==> src/sv/tss_pkg.sv <==
// Package: shared types, constants and function codes of the timed scene sequencer.
package tss_pkg;

  localparam int STAGES = 8;
  localparam int STEPS  = 16;
  localparam int SLOTS  = 8;
  localparam int STG_W  = 3;
  localparam int STEP_W = 4;
  localparam int SLOT_W = 3;
  localparam int RANK_W = 4;
  localparam int SOLO_W = 4;
  localparam int FRM_W  = 32;

  typedef enum logic [3:0] {
    FN_TICK     = 4'd0,
    FN_TSTART   = 4'd1,
    FN_TCANCEL  = 4'd2,
    FN_PLAY     = 4'd3,
    FN_STOP     = 4'd4,
    FN_RESET    = 4'd5,
    FN_RESTORE  = 4'd6,
    FN_RECALL   = 4'd7,
    FN_STORE    = 4'd8,
    FN_TAKEOVER = 4'd9,
    FN_LDSTEP   = 4'd10,
    FN_LDSLOT   = 4'd11,
    FN_LDTIMER  = 4'd12
  } func_t;

  localparam logic [1:0] KIND_BYP  = 2'd1;
  localparam logic [1:0] KIND_SOLO = 2'd2;

  localparam logic [1:0] CFG_SEQ_LEN   = 2'd0;
  localparam logic [1:0] CFG_LOOP      = 2'd1;
  localparam logic [1:0] CFG_AFTER_MSK = 2'd2;

  typedef struct packed {
    logic [STAGES-1:0] byp;
    logic [SOLO_W-1:0] solo;
  } scene_t;

  typedef struct packed {
    logic [3:0]        func;
    logic [STG_W-1:0]  stage;
    logic [1:0]        action_kind;
    logic [SLOT_W-1:0] slot;
    logic [FRM_W-1:0]  tick_frames;
    logic [3:0]        step_index;
    logic [3:0]        step_scene;
    logic [FRM_W-1:0]  duration_frames;
    logic [7:0]        scene_bypass;
    logic [3:0]        scene_solo;
  } in_word_t;

  typedef struct packed {
    logic [7:0] eff_bypass;
    logic [3:0] eff_solo;
    logic       is_running;
    logic [3:0] cur_step;
    logic [3:0] cur_scene;
    logic       scene_missing;
    logic       can_restore;
    logic       override_on;
    logic [7:0] timers_active;
    logic       accepted;
  } out_word_t;

  // controller -> datapath commands
  typedef struct packed {
    logic start;     // latch the input word
    logic exec;      // run the one-shot operation of a non-tick word
    logic tk_delta;  // tick: compute and subtract the boundary delta
    logic tk_step;   // tick: step boundary handling
    logic tk_expire; // tick: expire one rank
    logic tk_pack;   // tick: recompact ranks
    logic finish;    // build the result word
  } tss_cmd_t;

  // datapath -> controller status
  typedef struct packed {
    logic is_tick;
    logic tk_more;    // frames remain and something is live
    logic rank_last;  // expire walk done
  } tss_sts_t;

  function automatic scene_t act(input scene_t s, input logic [STG_W-1:0] st,
                                 input logic [1:0] kind);
    scene_t r;
    r = s;
    if (kind == KIND_SOLO) begin
      r.solo = SOLO_W'(st) + SOLO_W'(1);
    end else begin
      r.byp[st] = 1'b1;
      r.solo    = '0;
    end
    return r;
  endfunction

endpackage

==> src/sv/tss_if.sv <==
// Interface: valid/ready channel carrying one word.
interface tss_if #(type T = logic) ();
  logic valid;
  logic ready;
  T     data;
  modport source (output valid, output data, input ready);
  modport sink   (input valid, input data, output ready);
endinterface

==> src/sv/tss_ctrl.sv <==
// Controller: sequences one word through the datapath.
module tss_ctrl
  import tss_pkg::*;
(
  input  logic     clk,
  input  logic     rst_n,
  input  logic     in_fire,
  input  logic     out_busy,
  input  tss_sts_t sts,
  output tss_cmd_t cmd,
  output logic     idle
);

  typedef enum logic [6:0] {
    S_IDLE   = 7'b0000001,
    S_DISP   = 7'b0000010,
    S_DELTA  = 7'b0000100,
    S_STEP   = 7'b0001000,
    S_EXPIRE = 7'b0010000,
    S_PACK   = 7'b0100000,
    S_DONE   = 7'b1000000
  } state_t;

  state_t state_r, state_nxt;

  always_comb begin
    state_nxt = state_r;
    cmd = '0;
    case (state_r)
      S_IDLE: begin
        if (in_fire) begin
          cmd.start = 1'b1;
          state_nxt = S_DISP;
        end
      end
      S_DISP: begin
        if (sts.is_tick) begin
          state_nxt = S_DELTA;
        end else begin
          cmd.exec  = 1'b1;
          state_nxt = S_DONE;
        end
      end
      S_DELTA: begin
        if (sts.tk_more) begin
          cmd.tk_delta = 1'b1;
          state_nxt    = S_STEP;
        end else begin
          state_nxt = S_DONE;
        end
      end
      S_STEP: begin
        cmd.tk_step = 1'b1;
        state_nxt   = S_EXPIRE;
      end
      S_EXPIRE: begin
        cmd.tk_expire = 1'b1;
        if (sts.rank_last) state_nxt = S_PACK;
      end
      S_PACK: begin
        cmd.tk_pack = 1'b1;
        state_nxt   = S_DELTA;
      end
      S_DONE: begin
        if (!out_busy) begin
          cmd.finish = 1'b1;
          state_nxt  = S_IDLE;
        end
      end
      default: state_nxt = S_IDLE;
    endcase
  end

  always_ff @(posedge clk) begin
    if (!rst_n) state_r <= S_IDLE;
    else        state_r <= state_nxt;
  end

  assign idle = (state_r == S_IDLE);

endmodule

==> src/sv/tss_dp.sv <==
// Datapath: scene state, timers, step/slot tables and the result builder.
module tss_dp
  import tss_pkg::*;
(
  input  logic        clk,
  input  logic        rst_n,
  input  tss_cmd_t    cmd,
  input  in_word_t    in_word,
  input  logic [4:0]  seq_length,
  input  logic        loop_enable,
  input  logic [7:0]  after_mask,
  output tss_sts_t    sts,
  output out_word_t   res
);

  in_word_t w_r;

  scene_t base_r, seqd_r, ovr_r, saved_r;
  logic   run_r, ovr_on_r, rest_r, miss_r;
  logic [STEP_W-1:0] pos_r;
  logic [3:0]        snow_r;
  logic [FRM_W-1:0]  left_r;
  logic [FRM_W-1:0]  frames_r;

  logic [STAGES-1:0] tk_kind_v_r;
  logic [1:0]        t_kind_r  [STAGES];
  logic              t_after_r [STAGES];
  logic [FRM_W-1:0]  t_left_r  [STAGES];
  logic [RANK_W-1:0] t_rank_r  [STAGES];

  logic [3:0]        st_scene_r [STEPS];
  logic [FRM_W-1:0]  st_dur_r   [STEPS];
  scene_t            slot_r     [SLOTS];
  logic [SLOTS-1:0]  filled_r;
  logic [FRM_W-1:0]  tlen_r     [STAGES];

  logic [RANK_W-1:0] xrank_r;  // rank walk during expiry
  logic              chg_r;

  out_word_t res_r;

  // active mask
  always_comb begin
    for (int i = 0; i < STAGES; i++) tk_kind_v_r[i] = (t_kind_r[i] != 2'd0);
  end

  function automatic scene_t under_f(input logic run, input logic ov,
                                     input scene_t b, input scene_t o, input scene_t s);
    if (!run) return b;
    return ov ? o : s;
  endfunction

  scene_t und;
  assign und = under_f(run_r, ovr_on_r, base_r, ovr_r, seqd_r);

  // effective scene: overlay timers applied in rank order (ranks are compact)
  scene_t eff_s;
  always_comb begin
    eff_s = und;
    for (int r = 1; r <= STAGES; r++) begin
      for (int i = 0; i < STAGES; i++) begin
        if (t_kind_r[i] != 2'd0 && !t_after_r[i] && t_rank_r[i] == RANK_W'(r))
          eff_s = act(eff_s, STG_W'(i), t_kind_r[i]);
      end
    end
  end

  // boundary delta
  logic [FRM_W-1:0] delta;
  always_comb begin
    delta = frames_r;
    if (run_r && left_r < delta) delta = left_r;
    for (int i = 0; i < STAGES; i++)
      if (t_kind_r[i] != 2'd0 && t_left_r[i] < delta) delta = t_left_r[i];
  end

  logic [4:0] used_len;
  always_comb begin
    if (seq_length == 5'd0)            used_len = 5'd1;
    else if (seq_length > 5'(STEPS))   used_len = 5'(STEPS);
    else                               used_len = seq_length;
  end

  logic [4:0] nxt_pos;
  assign nxt_pos = {1'b0, pos_r} + 5'd1;

  logic stage_ok;
  assign stage_ok = 1'b1;  // stage field width equals STAGES range

  logic [3:0] sc_in;
  assign sc_in = w_r.step_scene;

  // entry helper for "enter" with given base under scene
  task automatic do_enter(input logic [STEP_W-1:0] stp, input scene_t u,
                          output scene_t sq, output logic ms,
                          output logic [3:0] sn, output logic [FRM_W-1:0] lf);
    logic [3:0] sc;
    sc = st_scene_r[stp];
    sq = u;
    ms = 1'b0;
    sn = sc;
    lf = (st_dur_r[stp] == '0) ? FRM_W'(1) : st_dur_r[stp];
    if (!sc[3]) begin
      if (filled_r[sc[SLOT_W-1:0]]) sq = slot_r[sc[SLOT_W-1:0]];
      else ms = 1'b1;
    end
  endtask

  assign sts.is_tick   = (w_r.func == FN_TICK);
  assign sts.tk_more   = (frames_r != '0) && (run_r || (|tk_kind_v_r));
  assign sts.rank_last = (xrank_r == RANK_W'(STAGES));

  always_ff @(posedge clk) begin
    scene_t sq, s2;
    logic ms, was;
    logic [3:0] sn;
    logic [FRM_W-1:0] lf;
    logic [RANK_W-1:0] nr;
    logic ok;
    if (!rst_n) begin
      base_r <= '0; seqd_r <= '0; ovr_r <= '0; saved_r <= '0;
      run_r <= 1'b0; ovr_on_r <= 1'b0; rest_r <= 1'b0; miss_r <= 1'b0;
      pos_r <= '0; snow_r <= 4'hF; left_r <= '0; frames_r <= '0;
      filled_r <= '0; xrank_r <= '0; chg_r <= 1'b0;
      for (int i = 0; i < STAGES; i++) begin
        t_kind_r[i] <= '0; t_after_r[i] <= 1'b0; t_left_r[i] <= '0; t_rank_r[i] <= '0;
      end
      for (int i = 0; i < STEPS; i++) st_scene_r[i] <= 4'hF;
      res_r <= '0;
    end else begin
      if (cmd.start) begin
        w_r      <= in_word;
        frames_r <= in_word.tick_frames;
        res_r.accepted <= 1'b1;
      end
      if (cmd.tk_delta) begin
        frames_r <= frames_r - delta;
        if (run_r) left_r <= left_r - delta;
        for (int i = 0; i < STAGES; i++)
          if (t_kind_r[i] != 2'd0) t_left_r[i] <= t_left_r[i] - delta;
        xrank_r <= RANK_W'(1);
        chg_r   <= 1'b0;
      end
      if (cmd.tk_step && run_r && left_r == '0) begin
        if (nxt_pos >= used_len && !loop_enable) begin
          base_r <= und; ovr_on_r <= 1'b0; run_r <= 1'b0; left_r <= '0;
        end else begin
          do_enter((nxt_pos >= used_len) ? '0 : nxt_pos[STEP_W-1:0], und, sq, ms, sn, lf);
          seqd_r <= sq; ovr_on_r <= 1'b0; miss_r <= ms; snow_r <= sn; left_r <= lf;
          pos_r <= (nxt_pos >= used_len) ? '0 : nxt_pos[STEP_W-1:0];
        end
      end
      if (cmd.tk_expire) begin
        // ranks are unique, so at most one timer holds this rank
        for (int i = 0; i < STAGES; i++) begin
          if (t_kind_r[i] != 2'd0 && t_left_r[i] == '0 && t_rank_r[i] == xrank_r) begin
            if (t_after_r[i]) begin
              s2 = act(und, STG_W'(i), t_kind_r[i]);
              if (run_r) begin ovr_r <= s2; ovr_on_r <= 1'b1; end
              else base_r <= s2;
            end
            t_kind_r[i] <= '0;
            chg_r <= 1'b1;
          end
        end
        xrank_r <= xrank_r + RANK_W'(1);
      end
      if (cmd.tk_pack && chg_r) begin
        for (int i = 0; i < STAGES; i++) begin
          if (t_kind_r[i] == 2'd0) begin
            t_after_r[i] <= 1'b0; t_left_r[i] <= '0; t_rank_r[i] <= '0;
          end else begin
            nr = RANK_W'(1);
            for (int j = 0; j < STAGES; j++)
              if (t_kind_r[j] != 2'd0 && t_rank_r[j] < t_rank_r[i]) nr = nr + RANK_W'(1);
            t_rank_r[i] <= nr;
          end
        end
      end
      if (cmd.exec) begin
        ok = 1'b1;
        case (w_r.func)
          FN_TSTART: begin
            if (w_r.action_kind != KIND_BYP && w_r.action_kind != KIND_SOLO) ok = 1'b0;
            else begin
              nr = RANK_W'(1);
              for (int i = 0; i < STAGES; i++) begin
                if (i != int'(w_r.stage) && t_kind_r[i] != 2'd0) begin
                  nr = nr + RANK_W'(1);
                  if (t_rank_r[w_r.stage] != '0 && t_rank_r[i] > t_rank_r[w_r.stage])
                    t_rank_r[i] <= t_rank_r[i] - RANK_W'(1);
                end
              end
              t_kind_r[w_r.stage]  <= w_r.action_kind;
              t_after_r[w_r.stage] <= after_mask[w_r.stage];
              t_left_r[w_r.stage]  <= (tlen_r[w_r.stage] == '0) ? FRM_W'(1)
                                                               : tlen_r[w_r.stage];
              t_rank_r[w_r.stage]  <= nr;
            end
          end
          FN_TCANCEL: begin
            for (int i = 0; i < STAGES; i++)
              if (t_rank_r[w_r.stage] != '0 && t_rank_r[i] > t_rank_r[w_r.stage])
                t_rank_r[i] <= t_rank_r[i] - RANK_W'(1);
            t_kind_r[w_r.stage] <= '0; t_after_r[w_r.stage] <= 1'b0;
            t_left_r[w_r.stage] <= '0; t_rank_r[w_r.stage] <= '0;
          end
          FN_PLAY: begin
            if (!run_r) begin
              saved_r <= base_r; rest_r <= 1'b1; run_r <= 1'b1;
              do_enter('0, base_r, sq, ms, sn, lf);
              seqd_r <= sq; ovr_on_r <= 1'b0; miss_r <= ms; snow_r <= sn;
              left_r <= lf; pos_r <= '0;
            end
          end
          FN_STOP: begin
            base_r <= und; ovr_on_r <= 1'b0; run_r <= 1'b0; left_r <= '0;
          end
          FN_RESET: begin
            was = run_r;
            if (!rest_r) begin saved_r <= base_r; rest_r <= 1'b1; end
            do_enter('0, was ? und : base_r, sq, ms, sn, lf);
            ovr_on_r <= 1'b0; miss_r <= ms; snow_r <= sn; pos_r <= '0;
            if (was) begin seqd_r <= sq; left_r <= lf; end
            else begin base_r <= sq; seqd_r <= sq; left_r <= '0; end
          end
          FN_RESTORE, FN_TAKEOVER: begin
            if (w_r.func == FN_RESTORE && !rest_r) ok = 1'b0;
            else begin
              for (int i = 0; i < STAGES; i++) begin
                t_kind_r[i] <= '0; t_after_r[i] <= 1'b0; t_left_r[i] <= '0; t_rank_r[i] <= '0;
              end
              run_r <= 1'b0; left_r <= '0; ovr_on_r <= 1'b0;
              if (w_r.func == FN_RESTORE) begin
                base_r <= saved_r; rest_r <= 1'b0; pos_r <= '0;
                snow_r <= 4'hF; miss_r <= 1'b0;
              end else begin
                base_r <= eff_s;
              end
            end
          end
          FN_RECALL: begin
            if (!filled_r[w_r.slot]) ok = 1'b0;
            else begin
              for (int i = 0; i < STAGES; i++) begin
                t_kind_r[i] <= '0; t_after_r[i] <= 1'b0; t_left_r[i] <= '0; t_rank_r[i] <= '0;
              end
              if (run_r) begin ovr_r <= slot_r[w_r.slot]; ovr_on_r <= 1'b1; end
              else base_r <= slot_r[w_r.slot];
            end
          end
          FN_STORE: begin
            slot_r[w_r.slot] <= eff_s; filled_r[w_r.slot] <= 1'b1;
          end
          FN_LDSTEP: begin
            st_scene_r[w_r.step_index] <= (sc_in[3] && sc_in != 4'hF) ? 4'hF : sc_in;
            st_dur_r[w_r.step_index] <= (w_r.duration_frames == '0) ? FRM_W'(1)
                                                                     : w_r.duration_frames;
          end
          FN_LDSLOT: begin
            if (w_r.scene_solo > SOLO_W'(STAGES)) begin
              slot_r[w_r.slot] <= '0; filled_r[w_r.slot] <= 1'b0;
            end else begin
              slot_r[w_r.slot] <= {w_r.scene_bypass, w_r.scene_solo};
              filled_r[w_r.slot] <= 1'b1;
            end
          end
          FN_LDTIMER: begin
            if (stage_ok)
              tlen_r[w_r.stage] <= (w_r.duration_frames == '0) ? FRM_W'(1)
                                                               : w_r.duration_frames;
          end
          default: ok = 1'b0;
        endcase
        res_r.accepted <= ok;
      end
      if (cmd.finish) begin
        res_r.eff_bypass    <= eff_s.byp;
        res_r.eff_solo      <= eff_s.solo;
        res_r.is_running    <= run_r;
        res_r.cur_step      <= pos_r;
        res_r.cur_scene     <= snow_r;
        res_r.scene_missing <= miss_r;
        res_r.can_restore   <= rest_r;
        res_r.override_on   <= ovr_on_r;
        res_r.timers_active <= tk_kind_v_r;
      end
    end
  end

  assign res = res_r;

endmodule

==> src/sv/timed_scene_sequencer_core.sv <==
// Top level: timed scene sequencer core.
//
//  channel | dir | handshake     | word
//  in_     | in  | valid/ready   | in_word_t (func, stage, ... scene_solo)
//  out_    | out | valid/ready   | out_word_t (eff_bypass ... accepted)
//  cfg_    | in  | we, no ready  | index 0..2, 8-bit data
//
// One word at a time. A non-tick word is dispatched, executed, then its result is built.
// A tick runs one pass per frame boundary (delta, step, 8-rank expiry walk, rank repack);
// the number of boundaries is set by step ends and timer expiries. The result register
// holds until taken; the next word is accepted only after. Reset is synchronous, active
// low, with no clearing pass; step durations, slot scenes and timer lengths are not reset.
module timed_scene_sequencer_core
  import tss_pkg::*;
(
  input  logic       clk,
  input  logic       rst_n,
  tss_if.sink        in_ch,
  tss_if.source      out_ch,
  input  logic       cfg_we,
  input  logic [1:0] cfg_index,
  input  logic [7:0] cfg_data
);

  logic [4:0] seq_length_r;
  logic       loop_enable_r;
  logic [7:0] after_mask_r;

  always_ff @(posedge clk) begin
    if (!rst_n) begin
      seq_length_r  <= 5'd16;
      loop_enable_r <= 1'b1;
      after_mask_r  <= '0;
    end else if (cfg_we) begin
      case (cfg_index)
        CFG_SEQ_LEN:   seq_length_r  <= cfg_data[4:0];
        CFG_LOOP:      loop_enable_r <= cfg_data[0];
        CFG_AFTER_MSK: after_mask_r  <= cfg_data;
        default: ;
      endcase
    end
  end

  tss_cmd_t cmd;
  tss_sts_t sts;
  logic     idle;
  logic     out_v_r;
  logic     in_fire;

  assign in_ch.ready = idle && !out_v_r;
  assign in_fire     = in_ch.valid && in_ch.ready;

  always_ff @(posedge clk) begin
    if (!rst_n)                           out_v_r <= 1'b0;
    else if (cmd.finish)                  out_v_r <= 1'b1;
    else if (out_ch.ready)                out_v_r <= 1'b0;
  end
  assign out_ch.valid = out_v_r;

  tss_ctrl u_ctrl (
    .clk, .rst_n, .in_fire, .out_busy(out_v_r), .sts, .cmd, .idle
  );

  tss_dp u_dp (
    .clk, .rst_n, .cmd, .in_word(in_ch.data),
    .seq_length(seq_length_r), .loop_enable(loop_enable_r),
    .after_mask(after_mask_r), .sts, .res(out_ch.data)
  );

`ifndef SYNTHESIS
  a_no_accept_busy: assert property (@(posedge clk) disable iff (!rst_n)
    in_fire |-> !out_v_r) else $error("word accepted while result pending");
  a_finish_sets_valid: assert property (@(posedge clk) disable iff (!rst_n)
    cmd.finish |=> out_v_r) else $error("result not presented");
  a_one_cmd: assert property (@(posedge clk) disable iff (!rst_n)
    $onehot0(cmd)) else $error("controller issued overlapping commands");
`endif

endmodule

==> src/flat_wrapper.sv <==
// flat-port wrapper written by rule: the top's interface ports become plain ports
module timed_scene_sequencer_core_flat import tss_pkg::*;
  (clk, rst_n, cfg_we, cfg_index, cfg_data, in_ch_valid, in_ch_data, in_ch_ready, out_ch_valid, out_ch_data, out_ch_ready);
  tss_if #(.T(in_word_t)) in_ch_i ();
  tss_if #(.T(out_word_t)) out_ch_i ();
  input  logic clk;
  input  logic rst_n;
  input  logic cfg_we;
  input  logic [1:0] cfg_index;
  input  logic [7:0] cfg_data;
  input wire logic [$bits(in_ch_i.valid)-1:0] in_ch_valid;
  input wire logic [$bits(in_ch_i.data)-1:0] in_ch_data;
  output wire logic [$bits(in_ch_i.ready)-1:0] in_ch_ready;
  output wire logic [$bits(out_ch_i.valid)-1:0] out_ch_valid;
  output wire logic [$bits(out_ch_i.data)-1:0] out_ch_data;
  input wire logic [$bits(out_ch_i.ready)-1:0] out_ch_ready;
  assign in_ch_i.valid = in_ch_valid;
  assign in_ch_i.data = in_ch_data;
  assign in_ch_ready = in_ch_i.ready;
  assign out_ch_valid = out_ch_i.valid;
  assign out_ch_data = out_ch_i.data;
  assign out_ch_i.ready = out_ch_ready;
  timed_scene_sequencer_core u_core (.clk(clk), .rst_n(rst_n), .in_ch(in_ch_i), .out_ch(out_ch_i), .cfg_we(cfg_we), .cfg_index(cfg_index), .cfg_data(cfg_data));
endmodule
==> config.mk <==
export PLATFORM = sky130hd
export DESIGN_NAME = timed_scene_sequencer_core_flat
export DESIGN_NICKNAME = d
export VERILOG_FILES = /design/src/sv/tss_pkg.sv /design/src/sv/tss_if.sv /design/src/sv/tss_ctrl.sv /design/src/sv/tss_dp.sv /design/src/sv/timed_scene_sequencer_core.sv /design/src/flat_wrapper.sv
export SDC_FILE = /design/constraint.sdc
export NUM_CORES = 2
export LEC_CHECK = 0
export BUFFER_PORTS_ARGS = -buffer_cell sky130_fd_sc_hd__buf_4
export CAP_MARGIN = 25
export CORE_MARGIN = 2
export CORE_UTILIZATION = 30
export DETAILED_ROUTE_END_ITERATION = 7
export GPL_TIMING_DRIVEN = 1
export PLACE_DENSITY_LB_ADDON = 0.12
export SLEW_MARGIN = 20
export SYNTH_ARGS = -nofsm -noshare
export SYNTH_HDL_FRONTEND = slang
export SYNTH_SLANG_ARGS = --single-unit
==> constraint.sdc <==
create_clock -name clk -period 43.6 [get_ports clk]
set_input_delay 2.18 -clock clk [delete_from_list [all_inputs] [get_ports clk]]
set_output_delay 2.18 -clock clk [all_outputs]
set_load 0.1 [all_outputs]
==> summary.txt <==
GP Congestion = 0.942
Fin cells = 15458
Critical R2R Launch = u_core.u_dp.frames_r[4]
Worst slew margin = 0.190
# clock sinks = 1502
Synth Register Bits = 1502
DR vias = 88662
Setup bufs post-CTS = 0
Register area share after synthesis = 0.415
Most common flop cell mapped by yosys = edfxtp_1
Initial Util = 0.301
CP Capture Type = flop
Largest family of logic cells by synthesized area = compound AO/OA/AOI/OAI gates
Routed wire length = 444 mm
Setup Total Neg Slack = 0 ns
WS Path Type = flop to flop
Post-cts repair resize count = 0
Slowest-stage cell, CP = dfxtp_1
EDFF count, synth = 1271
Mapped Nets = 11484
DP Area = 110000 sq um
GR Overflow Total = 0
WP data arrival = 36.49 ns
Fmax = 27.9 MHz
Routed wire per std cell = 28.7 um
Clock Skews = 0.0941 ns
Drt first-iter violations = 7988
Minimum clock period = 35.91 ns
Ports = 146
Syn_area_per_cell = 9.60 sq um
Synth Area in Adders = 0.0840
Flop-to-flop setup slack = 7.69 ns
Overall Global Routing Usage = 0.247
Crit-path max FO = 60
Power per standard cell area = 47.7 nW/um^2
Vias in the first global route = 86184
Die Height = 591 um
Leakage power = 41.6 nW
Hold depth = 2
Number of cells on the worst reg-to-reg path = 155
First-pass GRT wire length = 632 mm
Final nets = 11463
TritonCTS Buffers = 190
DRC = 0
Peak VDD IR = 0.0305 mV
Post-DP HPWL = 326 mm
Synth warnings = 0
Max stage delay on crit path = 0.91 ns
Final Setup Violations = 0
Min-delay worst type = flop to flop
Post-Syn Instances = 10756
Startpoint type of the worst setup path = flop
# hold bufs at CTS = 0
Slew Limit Fails = 0
Synthesized cell area = 103000 sq um
Max Cap Viol = 0
Worst min-delay path endpoint = u_core.u_dp.res[20]
Clock transition at path regs = 0.06 ns
CP dominant cell by count = a21o_1
Fill cell count = 34764
Chip Width = 591 um
Ratio of cells with drive above 1 in the final layout = 0.125
Clock latency reported for the late side of the worst-skew pair = 0.92 ns
Final Hold Fails = 0
Outcome = finished, final reports clean
Design area = 117000 sq um
DRT Pass-1 Iters = 6
Drt via density = 5.74
Complex-gate fraction of the synthesized area = 0.181
Detail Route Antenna Nets = 0
Antenna violations before repair = 17
P&R area growth vs syn = 12.9%
Actual slew at the worst max-slew pin = 1.18 ns
Largest net degree at the start of global routing = 74
RR Endpoint = u_core.u_dp.t_left_r[1][30]
Core area = 343000 sq um
Placed Instances = 15089
Synth cell types = 117
Synth async-reset ratio = 0
Die area = 349000 sq um
Final Cycle Share = 0.824
CTS tree = built
Data required, critical path = 44.18 ns
Clk buf depth = 4
Mux contribution to synthesized area = 0.0777
Post-Synth Simple-Gate Area = 0.153
RSZ-0062 raised after global routing = no
H-tree lvl count = 4
Synth Area in XOR/XNOR = 0.0468
Clk root buf = clkbuf_16
Port buffer count = 145
# rows = 215
Hold Startpoint = u_core.u_dp.res[20]
==> where the power goes <==
part           internal [mW]  switching (mW)  leakage, nW
clock                  0.887           0.684         2.91
combinational          0.849            1.40         25.3
sequential              1.62           0.109         13.5
==> area by class of cell <==
cell class | instances | area, sq um | share of cell area
inverter | 476 | 1790 | 0.0154
clock buffer | 247 | 5160 | 0.0443
clock inverter | 100 | 830 | 0.00712
sequential | 1502 | 42800 | 0.367
timing repair buffer | 479 | 3740 | 0.0321
multi-input combinational | 8086 | 56500 | 0.485
tap | 4557 | 5700 | 0.0489
antenna | 11 | 27.5 | 0.000236
==> cells in the final DEF, fill, tap and decap left out, drive strengths merged, types with 233 or more instances in the layout <==
| master | synthesis | layout |
|---|---|---|
| a21oi | 825 | 825 |
| buf | 151 | 476 |
| clkbuf | 541 | 250 |
| edfxtp | 1271 | 1271 |
| ha | 608 | 608 |
| inv | 474 | 472 |
| mux2 | 233 | 233 |
| mux2i | 262 | 262 |
| nand2 | 1019 | 1019 |
| nor2 | 890 | 890 |
| o21ai | 622 | 622 |
| o22ai | 280 | 280 |
| xnor2 | 459 | 459 |
==> per-layer routing <==
layer / GRT usage / vias to the layer above / share of wire
met2: 0.408 / 3290 / 0.46
met1: 0.327 / 44279 / 0.43
met4: 0.103 / 6 / 0.047
met5: 0 / - / 0.000083
met3: 0.0279 / 733 / 0.056
li1: - / 40354 / -
==> worst max-delay path by stage <==
stage / start / to / slack [ns] / cells after the start
2_1_floorplan: u_core.u_dp.frames_r[23] / u_core.u_dp.t_left_r[0][31] / 5.72 / 183
3_3_place_gp: u_core.u_dp.frames_r[4] / u_core.u_dp.t_left_r[1][30] / 7.99 / 156
3_5_place_dp: u_core.u_dp.frames_r[4] / u_core.u_dp.t_left_r[1][30] / 7.91 / 155
4_1_cts: u_core.u_dp.frames_r[4] / u_core.u_dp.t_left_r[1][30] / 7.83 / 155
5_1_grt: u_core.u_dp.frames_r[4] / u_core.u_dp.t_left_r[7][31] / 4.67 / 160
6_report: u_core.u_dp.frames_r[4] / u_core.u_dp.t_left_r[1][30] / 7.69 / 155
==> through the flow <==
stage          worst slack [ns]  hold slack, ns  utilization  total power [mW]
2_1_floorplan              5.72           0.432            -              3.29
3_3_place_gp               7.99           0.454        0.322              3.96
3_5_place_dp               7.91           0.455        0.322              3.97
4_1_cts                    7.83           0.468        0.339              5.57
5_1_grt                    4.67           0.495        0.340              5.86
6_report                   7.69           0.465        0.340              5.56
==> worst max-delay path, delay by kind of cell (launching register included) <==
kind / cells / cell delay, ns
AOI/OAI and AO/OA: 88 / 19.37
xor gates and xnor gates: 1 / 0.15
adders and majority gates: 10 / 3.24
buffers and inverters: 17 / 4.49
DFF: 1 / 0.91
muxes: 3 / 1.45
and+or+nand+nor: 36 / 5.93
==> flip-flops by register name (all words and copies together) (netlist names), 16 cells and up, named ones only <==
| signal | cells |
|---|---|
| u_core.u_dp.t_rank_r | 32 |
| u_core.u_dp.w_r | 60 |
| u_core.u_dp.left_r | 32 |
| u_core.u_dp.st_dur_r | 512 |
| u_core.u_dp.t_left_r | 256 |
| u_core.u_dp.t_kind_r | 16 |
| u_core.u_dp.st_scene_r | 64 |
| u_core.u_dp.frames_r | 32 |
| u_core.u_dp.tlen_r | 256 |
| u_core.u_dp.slot_r | 96 |
| u_core.u_dp.res | 33 |
==> cell usage after synthesis, drive strengths merged (25+ instances only) <==
cell type | instances | share of area
o21ai | 622 | 0.030
nand3 | 222 | 0.011
mux4 | 122 | 0.027
or2 | 73 | 0.0044
and2 | 78 | 0.0047
a2111oi | 46 | 0.0050
nand2 | 1019 | 0.037
nor2 | 890 | 0.032
a21o | 118 | 0.0086
or3 | 87 | 0.0053
mux2 | 233 | 0.025
and3 | 60 | 0.0036
o21a | 55 | 0.0040
mux2i | 262 | 0.026
maj3 | 87 | 0.0085
o22ai | 280 | 0.017
nand2b | 155 | 0.0094
o211ai | 78 | 0.0057
a211oi | 165 | 0.012
nor3 | 198 | 0.0096
nor2b | 125 | 0.0076
inv | 474 | 0.017
a22oi | 38 | 0.0028
buf | 151 | 0.0063
o31ai | 59 | 0.0044
ha | 608 | 0.074
a221oi | 106 | 0.0092
nand4 | 148 | 0.0090
xnor2 | 459 | 0.039
dfxtp | 231 | 0.045
a21oi | 825 | 0.041
o2111ai | 28 | 0.0024
o221ai | 98 | 0.0085
nor4 | 155 | 0.0095
clkbuf | 541 | 0.020
a211o | 26 | 0.0022
a31oi | 97 | 0.0059
edfxtp | 1271 | 0.37
nand3b | 25 | 0.0018
xor2 | 93 | 0.0079
==> kinds of logic after synthesis <==
family | count (synthesis)
DFF | 1502
buffers and inverters | 1168
AOI/OAI and AO/OA | 2886
adders and majority gates | 704
and+or+nand+nor | 3327
muxes | 617
xor gates and xnor gates | 552
Note: power is estimated with default switching activity, not from simulation.
